**config.mk**
```make
export PLATFORM = sky130hd
export DESIGN_NAME = hdbn_line_encoder_flat
export DESIGN_NICKNAME = d
export VERILOG_FILES = /design/src/hdbn_pkg.sv /design/src/hdbn_if.sv /design/src/hdbn_cell.sv /design/src/hdbn_obuf.sv /design/src/hdbn_line_encoder.sv /design/src/flat_wrapper.sv
export SDC_FILE = /design/constraint.sdc
export NUM_CORES = 1
export LEC_CHECK = 0
export CORE_MARGIN = 3
export CORE_UTILIZATION = 38
export DETAILED_ROUTE_END_ITERATION = 12
export DONT_BUFFER_PORTS = 1
export PLACE_DENSITY = 0.61
export SYNTH_ARGS = -nofsm -noshare
export SYNTH_HDL_FRONTEND = slang
export SYNTH_SLANG_ARGS = --single-unit
```
**constraint.sdc**
```tcl
create_clock -name clk -period 5.25 [get_ports clk]
set_clock_uncertainty 0.05 [all_clocks]
set_input_delay 0.7875 -clock clk [delete_from_list [all_inputs] [get_ports clk]]
set_output_delay 0.7875 -clock clk [all_outputs]
set_load 0.005 [all_outputs]
```
**src/hdbn_pkg.sv**
```systemverilog
`default_nettype none

package hdbn_pkg;

  // Default largest HDBn order the delay line is sized for.
  localparam int MAX_ORDER_DEF = 4;

  // Width of the order register and of the saturating zero-run counter.
  localparam int ORDER_W = 3;
  localparam int ZRUN_W  = 3;

  // Order value after reset.
  localparam logic [ORDER_W-1:0] ORDER_RESET = 3'd3;

  // Smallest order the encoder works at.
  localparam int MIN_ORDER = 2;

  // Depth of the output buffer.
  localparam int OBUF_DEPTH = 2;

  // One line symbol.
  typedef enum logic [1:0] {
    SYM_ZERO = 2'd0,
    SYM_POS  = 2'd1,
    SYM_NEG  = 2'd2
  } sym_t;

  // Control handed to every cell of the delay line.
  typedef struct packed {
    logic wr_en;
    sym_t wr_sym;
    logic shift;
  } cell_ctrl_t;

  // One result item.
  typedef struct packed {
    logic pos_pulse;
    logic neg_pulse;
    logic final_symbol;
  } out_item_t;

endpackage

`default_nettype wire

```
**src/hdbn_if.sv**
```systemverilog
`default_nettype none

// Input channel: one message bit per item.
interface hdbn_in_if;
  logic valid;
  logic ready;
  logic data_bit;
  logic end_of_message;

  modport source (output valid, output data_bit, output end_of_message, input ready);
  modport sink (input valid, input data_bit, input end_of_message, output ready);
endinterface

// Result channel: one line symbol per item.
interface hdbn_out_if;
  logic valid;
  logic ready;
  logic pos_pulse;
  logic neg_pulse;
  logic final_symbol;

  modport source (output valid, output pos_pulse, output neg_pulse, output final_symbol,
                  input ready);
  modport sink (input valid, input pos_pulse, input neg_pulse, input final_symbol,
                output ready);
endinterface

// Configuration write channel for the order register.
interface hdbn_cfg_if;
  logic       valid;
  logic       ready;
  logic [2:0] zero_run_order;

  modport source (output valid, output zero_run_order, input ready);
  modport sink (input valid, input zero_run_order, output ready);
endinterface

`default_nettype wire

```
**src/hdbn_cell.sv**
```systemverilog
`default_nettype none

// One slot of the symbol delay line. It can be overwritten in place and then
// shifts its updated value towards the head of the line.
module hdbn_cell (
  input  wire                      clk,
  input  wire                      rst_n,
  input  hdbn_pkg::cell_ctrl_t     ctrl,
  input  hdbn_pkg::sym_t           right_upd,
  output hdbn_pkg::sym_t           upd
);

  hdbn_pkg::sym_t sym_r;
  hdbn_pkg::sym_t sym_nxt;

  // Value after this cycle's write, seen by the left neighbour.
  assign upd = ctrl.wr_en ? ctrl.wr_sym : sym_r;

  // On a shift the cell takes its right neighbour's updated value.
  assign sym_nxt = ctrl.shift ? right_upd : upd;

  always_ff @(posedge clk) begin
    if (!rst_n) begin
      sym_r <= hdbn_pkg::SYM_ZERO;
    end else begin
      sym_r <= sym_nxt;
    end
  end

endmodule

`default_nettype wire

```
**src/hdbn_obuf.sv**
```systemverilog
`default_nettype none

// Two-entry output buffer that decouples the encoder from the sink.
module hdbn_obuf (
  input  wire                   clk,
  input  wire                   rst_n,
  input  wire                   push,
  input  hdbn_pkg::out_item_t   push_item,
  output logic                  room,
  hdbn_out_if.source            out_ch
);

  localparam int PW = $clog2(hdbn_pkg::OBUF_DEPTH);
  localparam int CW = $clog2(hdbn_pkg::OBUF_DEPTH + 1);

  hdbn_pkg::out_item_t mem_r [hdbn_pkg::OBUF_DEPTH];
  logic [PW-1:0] wptr_r;
  logic [PW-1:0] wptr_nxt;
  logic [PW-1:0] rptr_r;
  logic [PW-1:0] rptr_nxt;
  logic [CW-1:0] count_r;
  logic [CW-1:0] count_nxt;
  logic          pop;
  hdbn_pkg::out_item_t head;

  assign room = (count_r < CW'(hdbn_pkg::OBUF_DEPTH));
  assign pop  = out_ch.valid && out_ch.ready;
  assign head = mem_r[rptr_r];

  assign out_ch.valid        = (count_r != '0);
  assign out_ch.pos_pulse    = head.pos_pulse;
  assign out_ch.neg_pulse    = head.neg_pulse;
  assign out_ch.final_symbol = head.final_symbol;

  // Pointer and occupancy update.
  always_comb begin
    wptr_nxt  = push ? wptr_r + PW'(1) : wptr_r;
    rptr_nxt  = pop ? rptr_r + PW'(1) : rptr_r;
    count_nxt = count_r + CW'(push) - CW'(pop);
  end

  always_ff @(posedge clk) begin
    if (!rst_n) begin
      wptr_r  <= '0;
      rptr_r  <= '0;
      count_r <= '0;
    end else begin
      wptr_r  <= wptr_nxt;
      rptr_r  <= rptr_nxt;
      count_r <= count_nxt;
    end
  end

  // Payload storage.
  always_ff @(posedge clk) begin
    if (push) begin
      mem_r[wptr_r] <= push_item;
    end
  end

endmodule

`default_nettype wire

```
**src/hdbn_line_encoder.sv**
```systemverilog
`default_nettype none
// A symbol is written into the delay line in the cycle its bit is taken and leaves
// once the order of later bits have arrived; it then passes through the output buffer to out_ch.
// Throughput: one item per cycle while the output buffer has room, set by the cell chain.
// An end-of-message item, or an order lowered mid-message, holds in_ch off while the line
// drains its extra pending symbols.
// Reset: synchronous on rst_n low; line, counters and polarities clear, order becomes 3.

module hdbn_line_encoder #(
  parameter int MAX_ORDER = hdbn_pkg::MAX_ORDER_DEF
) (
  input  wire          clk,
  input  wire          rst_n,
  hdbn_in_if.sink      in_ch,
  hdbn_out_if.source   out_ch,
  hdbn_cfg_if.sink     cfg_ch
);

  localparam int D  = MAX_ORDER + 1;
  localparam int IW = $clog2(D);
  localparam int FW = $clog2(D + 1);
  localparam int ZW = hdbn_pkg::ZRUN_W;
  localparam int CW = (FW > ZW) ? FW : ZW;

  // Registers.
  logic [hdbn_pkg::ORDER_W-1:0] order_r;
  logic [hdbn_pkg::ORDER_W-1:0] order_nxt;
  logic [FW-1:0] fill_r;
  logic [FW-1:0] fill_nxt;
  logic [FW-1:0] pend_r;
  logic [FW-1:0] pend_nxt;
  logic          drain_r;
  logic          drain_nxt;
  logic [ZW-1:0] zrun_r;
  logic [ZW-1:0] zrun_nxt;
  logic          lmp_r;
  logic          lmp_nxt;
  logic          lvp_r;
  logic          lvp_nxt;

  // Combinational signals.
  logic [CW-1:0] order_raw;
  logic [CW-1:0] ord;
  logic [CW-1:0] fill_c;
  logic [CW-1:0] fill_inc;
  logic [CW-1:0] emit_cnt;
  logic [ZW-1:0] zrun_inc;
  logic          accept;
  logic          subst;
  logic          viol_pos;
  logic          b_wr;
  logic [IW-1:0] bidx;
  hdbn_pkg::sym_t new_sym;
  logic          emit;
  logic          final_sym;
  logic          ob_room;
  hdbn_pkg::out_item_t emit_item;
  hdbn_pkg::cell_ctrl_t ctrl [D];
  hdbn_pkg::sym_t upd [D];

  assign accept = in_ch.valid && in_ch.ready;
  assign in_ch.ready  = (pend_r == '0) && ob_room;
  assign cfg_ch.ready = 1'b1;

  // Order register; the configuration channel is always ready.
  assign order_nxt = (cfg_ch.valid && cfg_ch.ready) ? cfg_ch.zero_run_order : order_r;

  // Effective order, clamped to the supported range.
  always_comb begin
    order_raw = CW'(order_r);
    if (order_raw < CW'(hdbn_pkg::MIN_ORDER)) begin
      ord = CW'(hdbn_pkg::MIN_ORDER);
    end else if (order_raw > CW'(MAX_ORDER)) begin
      ord = CW'(MAX_ORDER);
    end else begin
      ord = order_raw;
    end
  end

  // Symbol decision for the incoming bit.
  always_comb begin
    zrun_inc = (zrun_r == {ZW{1'b1}}) ? zrun_r : zrun_r + ZW'(1);
    fill_c   = CW'(fill_r);
    fill_inc = fill_c + CW'(1);
    viol_pos = !lvp_r;
    subst    = !in_ch.data_bit && (CW'(zrun_inc) >= ord + CW'(1));
    b_wr     = subst && (lmp_r != viol_pos) && (fill_c >= ord);
    bidx     = IW'(fill_c - ord);
    if (in_ch.data_bit) begin
      new_sym = lmp_r ? hdbn_pkg::SYM_NEG : hdbn_pkg::SYM_POS;
    end else if (subst) begin
      new_sym = viol_pos ? hdbn_pkg::SYM_POS : hdbn_pkg::SYM_NEG;
    end else begin
      new_sym = hdbn_pkg::SYM_ZERO;
    end
  end

  // Number of symbols released by the incoming item.
  always_comb begin
    if (in_ch.end_of_message) begin
      emit_cnt = fill_inc;
    end else if (fill_inc > ord) begin
      emit_cnt = fill_inc - ord;
    end else begin
      emit_cnt = '0;
    end
  end

  // Emission of the oldest symbol and the drain bookkeeping.
  always_comb begin
    if (accept) begin
      emit      = (emit_cnt != '0);
      final_sym = in_ch.end_of_message && (emit_cnt == CW'(1));
      pend_nxt  = (emit_cnt != '0) ? FW'(emit_cnt - CW'(1)) : '0;
      drain_nxt = in_ch.end_of_message;
    end else begin
      emit      = (pend_r != '0) && ob_room;
      final_sym = drain_r && (pend_r == FW'(1));
      pend_nxt  = emit ? pend_r - FW'(1) : pend_r;
      drain_nxt = (emit && (pend_r == FW'(1))) ? 1'b0 : drain_r;
    end
    fill_nxt = FW'(fill_c + CW'(accept) - CW'(emit));
  end

  // Polarity and zero-run state; an end-of-message item returns them to reset.
  always_comb begin
    lmp_nxt  = lmp_r;
    lvp_nxt  = lvp_r;
    zrun_nxt = zrun_r;
    if (accept) begin
      if (in_ch.end_of_message) begin
        lmp_nxt  = 1'b0;
        lvp_nxt  = 1'b0;
        zrun_nxt = '0;
      end else if (in_ch.data_bit) begin
        lmp_nxt  = !lmp_r;
        zrun_nxt = '0;
      end else if (subst) begin
        lmp_nxt  = b_wr ? viol_pos : lmp_r;
        lvp_nxt  = viol_pos;
        zrun_nxt = '0;
      end else begin
        zrun_nxt = zrun_inc;
      end
    end
  end

  always_ff @(posedge clk) begin
    if (!rst_n) begin
      order_r <= hdbn_pkg::ORDER_RESET;
      fill_r  <= '0;
      pend_r  <= '0;
      drain_r <= 1'b0;
      zrun_r  <= '0;
      lmp_r   <= 1'b0;
      lvp_r   <= 1'b0;
    end else begin
      order_r <= order_nxt;
      fill_r  <= fill_nxt;
      pend_r  <= pend_nxt;
      drain_r <= drain_nxt;
      zrun_r  <= zrun_nxt;
      lmp_r   <= lmp_nxt;
      lvp_r   <= lvp_nxt;
    end
  end

  // Delay line: the new symbol lands at the fill position, a balancing pulse
  // goes back to the first zero of the run, and the head leaves on emission.
  for (genvar i = 0; i < D; i++) begin : g_cell
    hdbn_pkg::sym_t right;

    assign ctrl[i].wr_en  = accept && ((IW'(i) == fill_r[IW-1:0]) ||
                                       (b_wr && (IW'(i) == bidx)));
    assign ctrl[i].wr_sym = new_sym;
    assign ctrl[i].shift  = emit;

    if (i == D - 1) begin : g_last
      assign right = hdbn_pkg::SYM_ZERO;
    end else begin : g_mid
      assign right = upd[i+1];
    end

    hdbn_cell u_cell (
      .clk       (clk),
      .rst_n     (rst_n),
      .ctrl      (ctrl[i]),
      .right_upd (right),
      .upd       (upd[i])
    );
  end

  // Result item from the head of the line.
  assign emit_item.pos_pulse    = (upd[0] == hdbn_pkg::SYM_POS);
  assign emit_item.neg_pulse    = (upd[0] == hdbn_pkg::SYM_NEG);
  assign emit_item.final_symbol = final_sym;

  hdbn_obuf u_obuf (
    .clk       (clk),
    .rst_n     (rst_n),
    .push      (emit),
    .push_item (emit_item),
    .room      (ob_room),
    .out_ch    (out_ch)
  );

endmodule

`default_nettype wire

```
**src/flat_wrapper.sv**
```systemverilog
// flat-port wrapper written by rule: the top's interface ports become plain ports
module hdbn_line_encoder_flat 
#(
  parameter int MAX_ORDER = hdbn_pkg::MAX_ORDER_DEF
)
  (clk, rst_n, in_ch_valid, in_ch_data_bit, in_ch_end_of_message, in_ch_ready, out_ch_valid, out_ch_pos_pulse, out_ch_neg_pulse, out_ch_final_symbol, out_ch_ready, cfg_ch_valid, cfg_ch_zero_run_order, cfg_ch_ready);
  hdbn_in_if in_ch_i ();
  hdbn_out_if out_ch_i ();
  hdbn_cfg_if cfg_ch_i ();
  input  wire clk;
  input  wire rst_n;
  input wire logic [$bits(in_ch_i.valid)-1:0] in_ch_valid;
  input wire logic [$bits(in_ch_i.data_bit)-1:0] in_ch_data_bit;
  input wire logic [$bits(in_ch_i.end_of_message)-1:0] in_ch_end_of_message;
  output wire logic [$bits(in_ch_i.ready)-1:0] in_ch_ready;
  output wire logic [$bits(out_ch_i.valid)-1:0] out_ch_valid;
  output wire logic [$bits(out_ch_i.pos_pulse)-1:0] out_ch_pos_pulse;
  output wire logic [$bits(out_ch_i.neg_pulse)-1:0] out_ch_neg_pulse;
  output wire logic [$bits(out_ch_i.final_symbol)-1:0] out_ch_final_symbol;
  input wire logic [$bits(out_ch_i.ready)-1:0] out_ch_ready;
  input wire logic [$bits(cfg_ch_i.valid)-1:0] cfg_ch_valid;
  input wire logic [$bits(cfg_ch_i.zero_run_order)-1:0] cfg_ch_zero_run_order;
  output wire logic [$bits(cfg_ch_i.ready)-1:0] cfg_ch_ready;
  assign in_ch_i.valid = in_ch_valid;
  assign in_ch_i.data_bit = in_ch_data_bit;
  assign in_ch_i.end_of_message = in_ch_end_of_message;
  assign in_ch_ready = in_ch_i.ready;
  assign out_ch_valid = out_ch_i.valid;
  assign out_ch_pos_pulse = out_ch_i.pos_pulse;
  assign out_ch_neg_pulse = out_ch_i.neg_pulse;
  assign out_ch_final_symbol = out_ch_i.final_symbol;
  assign out_ch_i.ready = out_ch_ready;
  assign cfg_ch_i.valid = cfg_ch_valid;
  assign cfg_ch_i.zero_run_order = cfg_ch_zero_run_order;
  assign cfg_ch_ready = cfg_ch_i.ready;
  hdbn_line_encoder #(.MAX_ORDER(MAX_ORDER)) u_core (.clk(clk), .rst_n(rst_n), .in_ch(in_ch_i), .out_ch(out_ch_i), .cfg_ch(cfg_ch_i));
endmodule
```
==> metrics.txt, run 1 <==
status complete, no violations; Post-Synthesis Cells 269; CP Max Fanout 13; Critical Path Max Stage Delay 430 ps; DR pass1 iterations 4; DIE HEIGHT 87.7 um; Mapped Avg Cell Area 9.42 um2; Area Growth Syn to Fin 5.38%; Synth area leader dfxtp_1; Overall Power 0.00142 W; max-slew violations 0; Initial Util 39.5%; RSZ-0062 raised after global routing no; Tmin final 4420 ps; Primary FF master, synth dfxtp_1; GRT Resource Usage Total 13.3%; layout cells sized above 1 14.2%; CP arrival 4560 ps; Post-synth EDFFs 6; clk buf depth 2; drt drc 0; share of the synthesized area in the top cell type 23.7%; total vias in the final route 1765; Buf/Inv on CP 5; Setup TNS Final 0 ps; Root Buffer clkbuf_8; Lkg Pwr 1.28 nW; final hold viol count 0; Setup violations, final 0; Hold Crit Class flip-flop to flip-flop; Worst-path clk slew 80 ps; critical path, cell by cell ha_1 > ha_1 > inv_1 > ha_1 > a21oi_1 > or2_1 > o31ai_1 > or2_2 > inv_2 > ha_1 > nand2b_1 > a21oi_1 > buf_4 > ha_1 > inv_1 > ha_1 > inv_1 > fa_1 > xnor2_1 > xnor2_1 > and2_1; VDD IR-drop max 0.126 mV; Synth Cell Area 0.00253 mm2; post-synthesis sequential area ratio 30.8%; core footprint 0.00642 mm2; first-pass GRT wire length 8.10 mm; Iteration-0 DRC Markers 72; nets@finish 301; Critical Path Sink Type flip-flop; synthesized flop and latch total 36; startpoint types flip-flop; fin crit share 84.2%; Post-CTS Setup Inserts 0; Worst slew margin 59.3%; later-pin clock latency in the skew report 290 ps; crit-path leading delay family adder cells; ANT nets after route 0; GPL Wtd Cong 0.876; Maximum Capacitance Violations 0; Fill cells 623; FP Rows 29; CTS sink cnt 36; f_max 0.226 GHz; CTS buffer count 5; Critical-path top delay cell o31ai_1; pin count of the biggest net entering global routing 30; DR WL/cell 13.7 um; vias in the first global route 1768; CP required 5390 ps; top post-synthesis cells by area dfxtp_1 (24%), ha_1 (11%), edfxtp_1 (7.1%); vias per cell 5.13; Post-CTS Resized 0; initial antenna violation count 0; synthesis warning total 0; die area 0.00768 mm2; dpl cells 336; HPWL Detailed 3.54 mm; H-tree levels 2; CTS Hold Bufs 0; Setup Crit Path Kind flip-flop to flip-flop; number of port buffers 0; Final Non-Filler Cells 344; Die W 87.7 um; CTS tree built; n_diodes 0; Overflow after GRT 0; Worst path most repeated cell ha_1; WL final 4.73 mm; Post-Syn Nets 304; pwr dens 531 mW/mm2; Ports 16; commonest non-fill, non-tap cell in the layout dfxtp_1; most frequent cells in the layout dfxtp_1 (30), nor2_1 (25), ha_1 (22); worst slew pin tran 607 ps; synth unique cells 62; ys async rst share 0%
==> cells in the mapped netlist, types with 2 or more instances <==
cell type   n
xnor2_1     6
o21ai_2     2
clkbuf_1    7
o21ai_0     7
or2_2       4
mux2_4      2
a22oi_4     2
xor2_1      3
a22oi_1     2
and2_1      7
nor3_1      3
mux2i_1    13
a21oi_1    10
nor2b_1    11
edfxtp_1    6
a21boi_0    3
buf_2       2
nor2_1     25
ha_1       22
nand3_1     5
nand2_1    17
fa_1        3
dfxtp_1    30
o211a_1     9
mux2_2      6
nand2b_1    4
and3_1      2
inv_1      21
inv_2       2
==> per-stage QoR <==
stage / setup WS (ps) / util, % / hold WS, ps / instance area [um2]
after global placement: 997 / 40.2 / 439 / 2580
after global routing: 529 / 41.6 / 491 / 2670
after detailed placement: 821 / 40.2 / 439 / 2580
after floorplan: 924 / - / 414 / 2530
after CTS: 800 / 41.6 / 451 / 2670
final: 828 / 41.6 / 457 / 2670
==> final cells by class <==
cell class	instances	area (um2)	area share, %
timing repair buffer	1	7.51	0.281
sequential	36	781	29.2
multi-input combinational	199	1610	60.4
inverter	23	86.3	3.23
clock buffer	5	68.8	2.58
tap	77	96.3	3.61
clock inverter	3	18.8	0.703
==> worst paths after layout <==
| path | from | end | slack (ps) | cells past startpoint |
|---|---|---|---|---|
| worst min-delay path | u_core.zrun_r[2]$_SDFFE_PN0P_ | u_core.zrun_r[2]$_SDFFE_PN0P_ | 460 | 2 |
| worst max register to register | u_core.fill_c[0]$_SDFF_PN0_ | u_core.fill_c[2]$_SDFF_PN0_ | 830 | 21 |
| worst max-delay path | u_core.fill_c[0]$_SDFF_PN0_ | u_core.fill_c[2]$_SDFF_PN0_ | 830 | 21 |
| worst min register to register | u_core.zrun_r[2]$_SDFFE_PN0P_ | u_core.zrun_r[2]$_SDFFE_PN0P_ | 460 | 2 |
==> routing by layer <==
layer	track usage (%)	up-vias	routed length (um)
met5	0	-	0
met4	4.18	0	88
met3	3.10	9	155
met2	22.1	26	2160
met1	17.0	806	2330
li1	-	924	-
==> where the power goes <==
part / switching, W / leakage (nW) / internal [W] / total, W
Clock: 0.000105 / 0.0479 / 0.0000925 / 0.000197
Sequential: 0.0000523 / 0.306 / 0.000372 / 0.000424
Combinational: 0.000440 / 0.926 / 0.000357 / 0.000797
==> state kept, by name (all words and copies together), names as in the netlist, named ones only <==
register / flops
u_core.zrun_r: 3
u_core.fill_c: 3
u_core.pend_r: 3
u_core.lvp_r: 1
u_core.u_obuf.mem_r: 6
u_core.g_cell.u_cell.sym_r: 10
u_core.order_r: 3
u_core.drain_r: 1
u_core.u_obuf.wptr_r: 1
u_core.u_obuf.rptr_r: 1
u_core.lmp_r: 1
u_core.u_obuf.count_r: 2
==> worst register-to-register path: cells and delay by family, from the launching register on <==
| kind | cells | cell delay [ps] |
|---|---|---|
| adder cells (fa/ha/maj) | 7 | 1790 |
| AND/OR/NAND/NOR | 4 | 750 |
| AO/OA/AOI/OAI | 3 | 670 |
| buffers and inverters | 5 | 410 |
| flip-flops | 1 | 390 |
| XOR/XNOR | 2 | 270 |
==> cell families (layout without fill, tap and decap cells) <==
kind of cell    after synthesis  count (layout)  synth area share (%)
buf+inv                      34              32                  5.58
other cells                   1               1                 0.148
flops                        36              36                  30.8
compound gates               52              52                  17.9
mux                          21              21                  8.99
simple gates                 89              89                  18.5
fa+ha+maj                    25              25                  13.2
xor+xnor                     11              11                  4.84
(Power assumes the default switching activity.)
==> run 2: changes to the inputs <==
--- a/config.mk
+++ b/config.mk
@@ -5,6 +5,7 @@
 export SDC_FILE = /design/constraint.sdc
 export NUM_CORES = 1
 export LEC_CHECK = 0
+export ABC_AREA = 1
 export CORE_MARGIN = 3
 export CORE_UTILIZATION = 38
 export DETAILED_ROUTE_END_ITERATION = 12
==> constraint.sdc (replaced) <==
create_clock -name clk -period 4.2 [get_ports clk]
set_clock_uncertainty 0.05 [all_clocks]
set_input_delay 0.63 -clock clk [delete_from_list [all_inputs] [get_ports clk]]
set_output_delay 0.63 -clock clk [all_outputs]
set_load 0.005 [all_outputs]
==> run 2 against run 1 <==
Global-route usage is 0.98 points higher. Via count up 9.5%. Cell count increased by 17%. Power grew 22%. Core utilization is 1.1 points higher. Maximum frequency grew 15%. Synthesized cell count grew 21%. Sequential share of layout area up 0.76 points. Non-clock buffer count shrank 1. Die area down 3.1%. Area after synthesis is 3.3% lower. Critical endpoint unchanged. Largest cell class unchanged.
==> metrics.txt, run 2 <==
DR WL/cell 11.6 um (-16%); WL final 4.66 mm (-1.3%); Critical Path Sink Type flip-flop; Setup violations, final 0 (unchanged); synth unique cells 37 (-40%); Lkg Pwr 1.25 nW (-2.3%); first-pass GRT wire length 8.48 mm (+4.7%); Post-Layout Inst Area 0.00260 mm2 (-2.5%); Ports 16 (unchanged); status complete, no violations; pin count of the biggest net entering global routing 25 (-17%); nets@finish 361 (+20%); H-tree levels 2 (unchanged); pwr dens 663 mW/mm2 (+25%); synthesis warning total 0 (unchanged); fin crit share 91.5% (+7.3 points); Area Growth Syn to Fin 6.23%; HPWL Detailed 3.66 mm (+3.3%); synthesized flop and latch total 36 (unchanged); Die W 86.3 um (-1.6%); CTS Hold Bufs 0 (unchanged); vias per cell 4.81 (-6.3%); total vias in the final route 1933 (+9.5%); clock share of power 17.6% (+3.7 points); Setup TNS Final 0 ps (unchanged); Placed Area 0.00249 mm2 (-3.5%); Largest register FFs 10 (unchanged); commonest non-fill, non-tap cell in the layout nand2_1; CP arrival 3960 ps (-600 ps); Root Buffer clkbuf_8; FP Rows 28 (-3.4%); most frequent cell after synthesis nand2_1; max-slew violations 0 (unchanged); most frequent cells in the layout nand2_1 (64), inv_1 (47), nand3_1 (40); DR pass1 iterations 7 (+3); GRT Resource Usage Total 14.3% (+0.98 points); n_diodes 0 (unchanged); Synth Cell Area 0.00245 mm2 (-3.3%); CTS tree built; top cells by count, synth nand2_1 (64), inv_1 (47), nand3_1 (40); share of the synthesized area in the top cell type 24.5% (+0.81 points); Tmin final 3840 ps (-579 ps); Internal Pwr Total 0.000954 W (+16%); later-pin clock latency in the skew report 290 ps (about the same); ANT nets after route 0 (unchanged); GPL Wtd Cong 0.894 (+2.1%); DIE HEIGHT 86.3 um (-1.6%); Post-Synthesis Cells 326 (+21%); final hold viol count 0 (unchanged); layout cells sized above 1 14.1% (-0.16 points); ys async rst share 0% (unchanged); VDD IR-drop max 0.359 mV (+190%); Sw Ratio 44.7% (+2.6 points); top post-synthesis cells by area dfxtp_1 (25%), ha_1 (11%), nand2_1 (9.8%); vias in the first global route 1878 (+6.2%); sequential share of power 30.1% (+0.2 points); initial antenna violation count 0 (unchanged); RSZ-0062 raised after global routing no; combinational power share 52.3% (-3.9 points); drt drc 0 (unchanged); Setup Crit Path Kind flip-flop to flip-flop; core footprint 0.00610 mm2 (-5.1%); Primary FF master, synth dfxtp_1; CTS buffer count 5 (unchanged); clk buf depth 2 (unchanged); Mapped Avg Cell Area 7.51 um2 (-20%); die area 0.00745 mm2 (-3.1%); Top reg by flops u_core.g_cell.u_cell.sym_r; post-synthesis sequential area ratio 31.9% (+1.1 points); NetSw 0.000770 W (+29%); number of port buffers 0 (unchanged); CP Max Fanout 7 (-6); Worst-path clk slew 70 ps (about the same); Synth area leader dfxtp_1; Post-Syn Nets 361 (+19%); Iteration-0 DRC Markers 83 (+15%); CTS sink cnt 36 (unchanged); CP required 4320 ps (-1070 ps); f_max 0.260 GHz (+15%); Initial Util 40.2% (+0.74 points); startpoint types flip-flop; Overflow after GRT 0 (unchanged); Hold Crit Class input pin to flip-flop; Maximum Capacitance Violations 0 (unchanged); Post-synth EDFFs 6 (unchanged); biggest regs u_core.g_cell.u_cell.sym_r (10), u_core.u_obuf.mem_r (6)
==> run 2: changes by cell type after synthesis, sizes merged, moves of 9 or more <==
cell,before,now
mux2i,13,0
a21oi,11,25
nand2,17,77
nand3,5,41
nor2b,11,0
o211a,9,0
inv,23,55
==> run 2: metrics by stage <==
stage	hold WS [ps]	instances	power [W]	setup WS, ps	utilization, %
floorplan	376	326	0.00128	571	-
global placement	387	394	0.00142	379	40.9
detailed placement	401	394	0.00143	316	40.9
CTS	359	402	0.00175	280	42.7
global route	360	402	0.00191	17.6	42.7
finish	372	402	0.00172	357	42.7
==> run 2: what timing repair did <==
item,4_1_cts,5_1_grt
resized for setup,0,1
buffers inserted,0,0
endpoints found under the setup margin,0,1
==> run 2: final timing paths <==
kind | start | end | slack [ps] | cells past startpoint
min reg2reg | u_core.u_obuf.rptr_r$_SDFFE_PN0P_ | flip-flop | 410 | 1
max reg2reg | u_core.fill_c[1]$_SDFF_PN0_ | u_core.fill_c[2]$_SDFF_PN0_ | 360 | 20
min | rst_n | u_core.order_r[0]$_SDFFE_PN1P_ | 370 | 1
max | u_core.fill_c[1]$_SDFF_PN0_ | u_core.fill_c[2]$_SDFF_PN0_ | 360 | 20
==> run 2: cell type report <==
type,instances,area (um2)
fill,648,3490
multi-input combinational,227,1410
sequential,36,781
inverter,56,210
tap,75,93.8
clock buffer,5,68.8
clock inverter,3,42.5
==> run 2: kinds of logic (layout without fill, tap and decap cells) <==
family | Yosys count | in the layout | synth area share (%)
multiplexers | 4 | 4 | 1.84
other | 1 | 1 | 0.153
flip-flops | 36 | 36 | 31.9
AND/OR/NAND/NOR | 151 | 151 | 30.1
adder cells (fa/ha/maj) | 25 | 25 | 13.7
AO/OA/AOI/OAI | 41 | 41 | 9.86
XOR/XNOR | 5 | 5 | 1.79
buffers and inverters | 63 | 64 | 10.7
==> run 2: power groups by stage <==
stage               clock network, W  logic, W  registers [W]
finish                      0.000304  0.000902       0.000519
global placement                   0  0.000891       0.000525
detailed placement                 0  0.000905       0.000527
floorplan                          0  0.000765       0.000513
global route                0.000329   0.00105       0.000532
CTS                         0.000318  0.000914       0.000520
==> run 2: layer usage <==
| layer | up-vias | GRT usage (%) | part of all wire (%) |
|---|---|---|---|
| li1 | 1046 | - | - |
| met1 | 846 | 18.2 | 49 |
| met2 | 34 | 23.8 | 45 |
| met3 | 7 | 3.33 | 4.2 |
| met4 | 0 | 4.67 | 1.4 |
| met5 | - | 0 | 0 |
==> run 2: worst max-delay path, stage by stage (launching register included) <==
cell	delay (ps)
dfxtp_1	470
inv_1	140
ha_1	340
inv_1	70
fa_1	430
a21oi_1	150
o21ai_1	110
o21ai_4	180
inv_1	70
ha_1	190
inv_1	100
a21oi_4	80
inv_2	130
ha_1	240
inv_1	60
ha_1	130
inv_1	50
fa_1	360
xor2_1	160
o21ai_0	150
a21oi_1	50
==> run 3: changes to the inputs <==
--- a/config.mk
+++ b/config.mk
@@ -10,6 +10,7 @@
 export CORE_UTILIZATION = 38
 export DETAILED_ROUTE_END_ITERATION = 12
 export DONT_BUFFER_PORTS = 1
+export MAX_ROUTING_LAYER = met4
 export PLACE_DENSITY = 0.61
 export SYNTH_ARGS = -nofsm -noshare
 export SYNTH_HDL_FRONTEND = slang
==> run 3 against run 2 <==
Count of clock-buffer cells in the layout did not move. Core utilization barely moved. Largest cell class unchanged. Final area barely moved. Sequential share of layout area barely moved. Die area did not move. Via count rose by 2.3%.
==> metrics.txt, run 3 (synthesized netlist as in run 2, its figures left out) <==
GPL Wtd Cong 0.907 (+1.5%); final hold slack 364 ps (-8.47 ps); Critical Path Max Stage Delay 460 ps (about the same); CP Max Fanout 6 (-1); Top Metal Used met4; Maximum Capacitance Violations 0 (unchanged); Placed Area 0.00249 mm2 (unchanged); DIE HEIGHT 86.3 um (unchanged); Setup violations, final 0 (unchanged); startpoint types flip-flop; worst reg2reg path startpoint u_core.fill_c[0]$_SDFF_PN0_; Critical Path Sink Type flip-flop; FF+latch area 782 um2 (+0.16%); DR WL/cell 12.1 um (+4.5%); Overflow after GRT 0 (unchanged); CTS tree built; critical path, cell by cell inv_2 > ha_1 > inv_1 > fa_1 > a21oi_1 > o21ai_1 > o21ai_4 > inv_1 > ha_1 > inv_1 > a21oi_4 > inv_2 > ha_1 > inv_1 > ha_1 > inv_1 > fa_1 > xor2_1 > o21ai_0 > a21oi_1; number of port buffers 0 (unchanged); RSZ-0062 raised after global routing no; ANT nets after route 0 (unchanged); H-tree levels 2 (unchanged); Worst-path clk slew 70 ps (about the same); Hold Crit Class input pin to flip-flop; later-pin clock latency in the skew report 300 ps (about the same); core footprint 0.00610 mm2 (unchanged); Setup Crit Path Kind flip-flop to flip-flop; met2 wire len 2.16 mm (+3.4%); initial antenna violation count 0 (unchanged); biggest regs u_core.g_cell.u_cell.sym_r (10), u_core.u_obuf.mem_r (6); Fill cells 659 (+1.7%); f_max 0.263 GHz (+1.2%); hold endpoint u_core.order_r[0]$_SDFFE_PN1P_; clk buf depth 2 (unchanged); status complete, no violations; Largest register FFs 10 (unchanged); vias in the first global route 1870 (-0.43%); Initial Util 40.2% (unchanged); Tmin final 3800 ps (-43.7 ps); CP required 4330 ps (about the same); CTS sink cnt 36 (unchanged); Detail Route met3 WL 216 um (+9.6%); CP arrival 3930 ps (-30 ps); WL final 4.88 mm (+4.5%); pwr dens 668 mW/mm2 (+0.80%); Hold Startpoint rst_n; Root Buffer clkbuf_8; Ports 16 (unchanged); Post-CTS Resized 0 (unchanged); Worst path most repeated cell inv_1; Die W 86.3 um (unchanged); n_diodes 0 (unchanged); vias per cell 4.92 (+2.3%); commonest non-fill, non-tap cell in the layout nand2_1; worst r2r dst u_core.fill_c[2]$_SDFF_PN0_; drt drc 0 (unchanged); Multi-input gate area 0.00141 mm2 (unchanged); GRT Resource Usage Total 14.9% (+0.60 points); CTS Hold Bufs 0 (unchanged); Post-CTS Setup Inserts 0 (unchanged); Iteration-0 DRC Markers 102 (+23%); die area 0.00745 mm2 (unchanged); Lkg Pwr 1.25 nW (about the same); Critical-path top delay cell dfxtp_1; Top reg by flops u_core.g_cell.u_cell.sym_r; max-slew violations 0 (unchanged); FF-to-FF path depth 20 (unchanged); pin count of the biggest net entering global routing 25 (unchanged); FP Rows 28 (unchanged); nets@finish 361 (unchanged); fin crit share 90.5% (-1.0 points); first-pass GRT wire length 8.51 mm (+0.32%); VDD IR-drop max 0.300 mV (-16%); DR pass1 iterations 4 (-3); Hold Path Depth 1 (unchanged); met1 WL 2.37 mm (+2.5%); final hold viol count 0 (unchanged); Setup TNS Final 0 ps (unchanged); Post-Layout Inst Area 0.00260 mm2 (about the same); R2R Setup Slk 400 ps (+40 ps); layout cells sized above 1 14.4% (+0.31 points); most frequent cells in the layout nand2_1 (64), inv_1 (47), nand3_1 (40); Area Growth Syn to Fin 6.28% (about the same); HPWL Detailed 3.72 mm (+1.6%); total vias in the final route 1978 (+2.3%); dpl cells 394 (unchanged); Final Non-Filler Cells 402 (unchanged); CTS buffer count 5 (unchanged)
==> run 3: cell types whose count changed in the layout (fill, tap and decap cells not counted) <==
cell	previous run	this run
dfxtp_2	0	1
dfxtp_1	30	29
==> run 3: per-layer routing <==
layer	vias up	global-route usage (%)
met5	-	-
met4	0	6.09
met3	12	3.71
met2	35	23.2
met1	882	18.4
li1	1049	-
==> run 3: power by group <==
group,leakage [nW],switching [W],total [W],internal [W]
Clock,0.0541,0.000137,0.000313,0.000176
Combinational,0.891,0.000588,0.000905,0.000317
Sequential,0.304,0.0000596,0.000521,0.000462
Total,1.25,0.000785,0.00174,0.000955
==> run 3: area by class of cell <==
cell class | instances | share of cell area (%)
Clock buffer | 5 | 2.64
Inverter | 56 | 8.07
Sequential cell | 36 | 30.0
Multi-Input combinational cell | 227 | 54.0
Tap cell | 75 | 3.60
Clock inverter | 3 | 1.63
==> run 3: worst max-delay path: cells and delay by family, from the launching register on <==
kind,cells,cell delay [ps]
buf+inv,7,600
compound gates,6,740
flops,1,460
fa+ha+maj,6,1690
xor+xnor,1,160
==> run 3: metrics by stage <==
step | power, W | util [%] | worst slack, ps
after floorplan | 0.00128 | - | 571
after detailed placement | 0.00144 | 40.9 | 325
after CTS | 0.00176 | 42.7 | 299
final | 0.00174 | 42.7 | 401
after global placement | 0.00142 | 40.9 | 379
after global routing | 0.00192 | 42.7 | 41.4
==> run 3: how the worst max path moves through the flow <==
stage / depth (start not counted) / from / slack [ps] / end
after floorplan: 19 / u_core.fill_c[1]$_SDFF_PN0_ / 570 / u_core.fill_c[2]$_SDFF_PN0_
after global placement: 19 / u_core.fill_c[1]$_SDFF_PN0_ / 380 / u_core.fill_c[2]$_SDFF_PN0_
after detailed placement: 19 / u_core.fill_c[1]$_SDFF_PN0_ / 330 / u_core.fill_c[2]$_SDFF_PN0_
after CTS: 20 / u_core.fill_c[1]$_SDFF_PN0_ / 300 / u_core.fill_c[2]$_SDFF_PN0_
after global routing: 23 / u_core.fill_c[0]$_SDFF_PN0_ / 40 / u_core.fill_c[2]$_SDFF_PN0_
final: 20 / u_core.fill_c[0]$_SDFF_PN0_ / 400 / u_core.fill_c[2]$_SDFF_PN0_
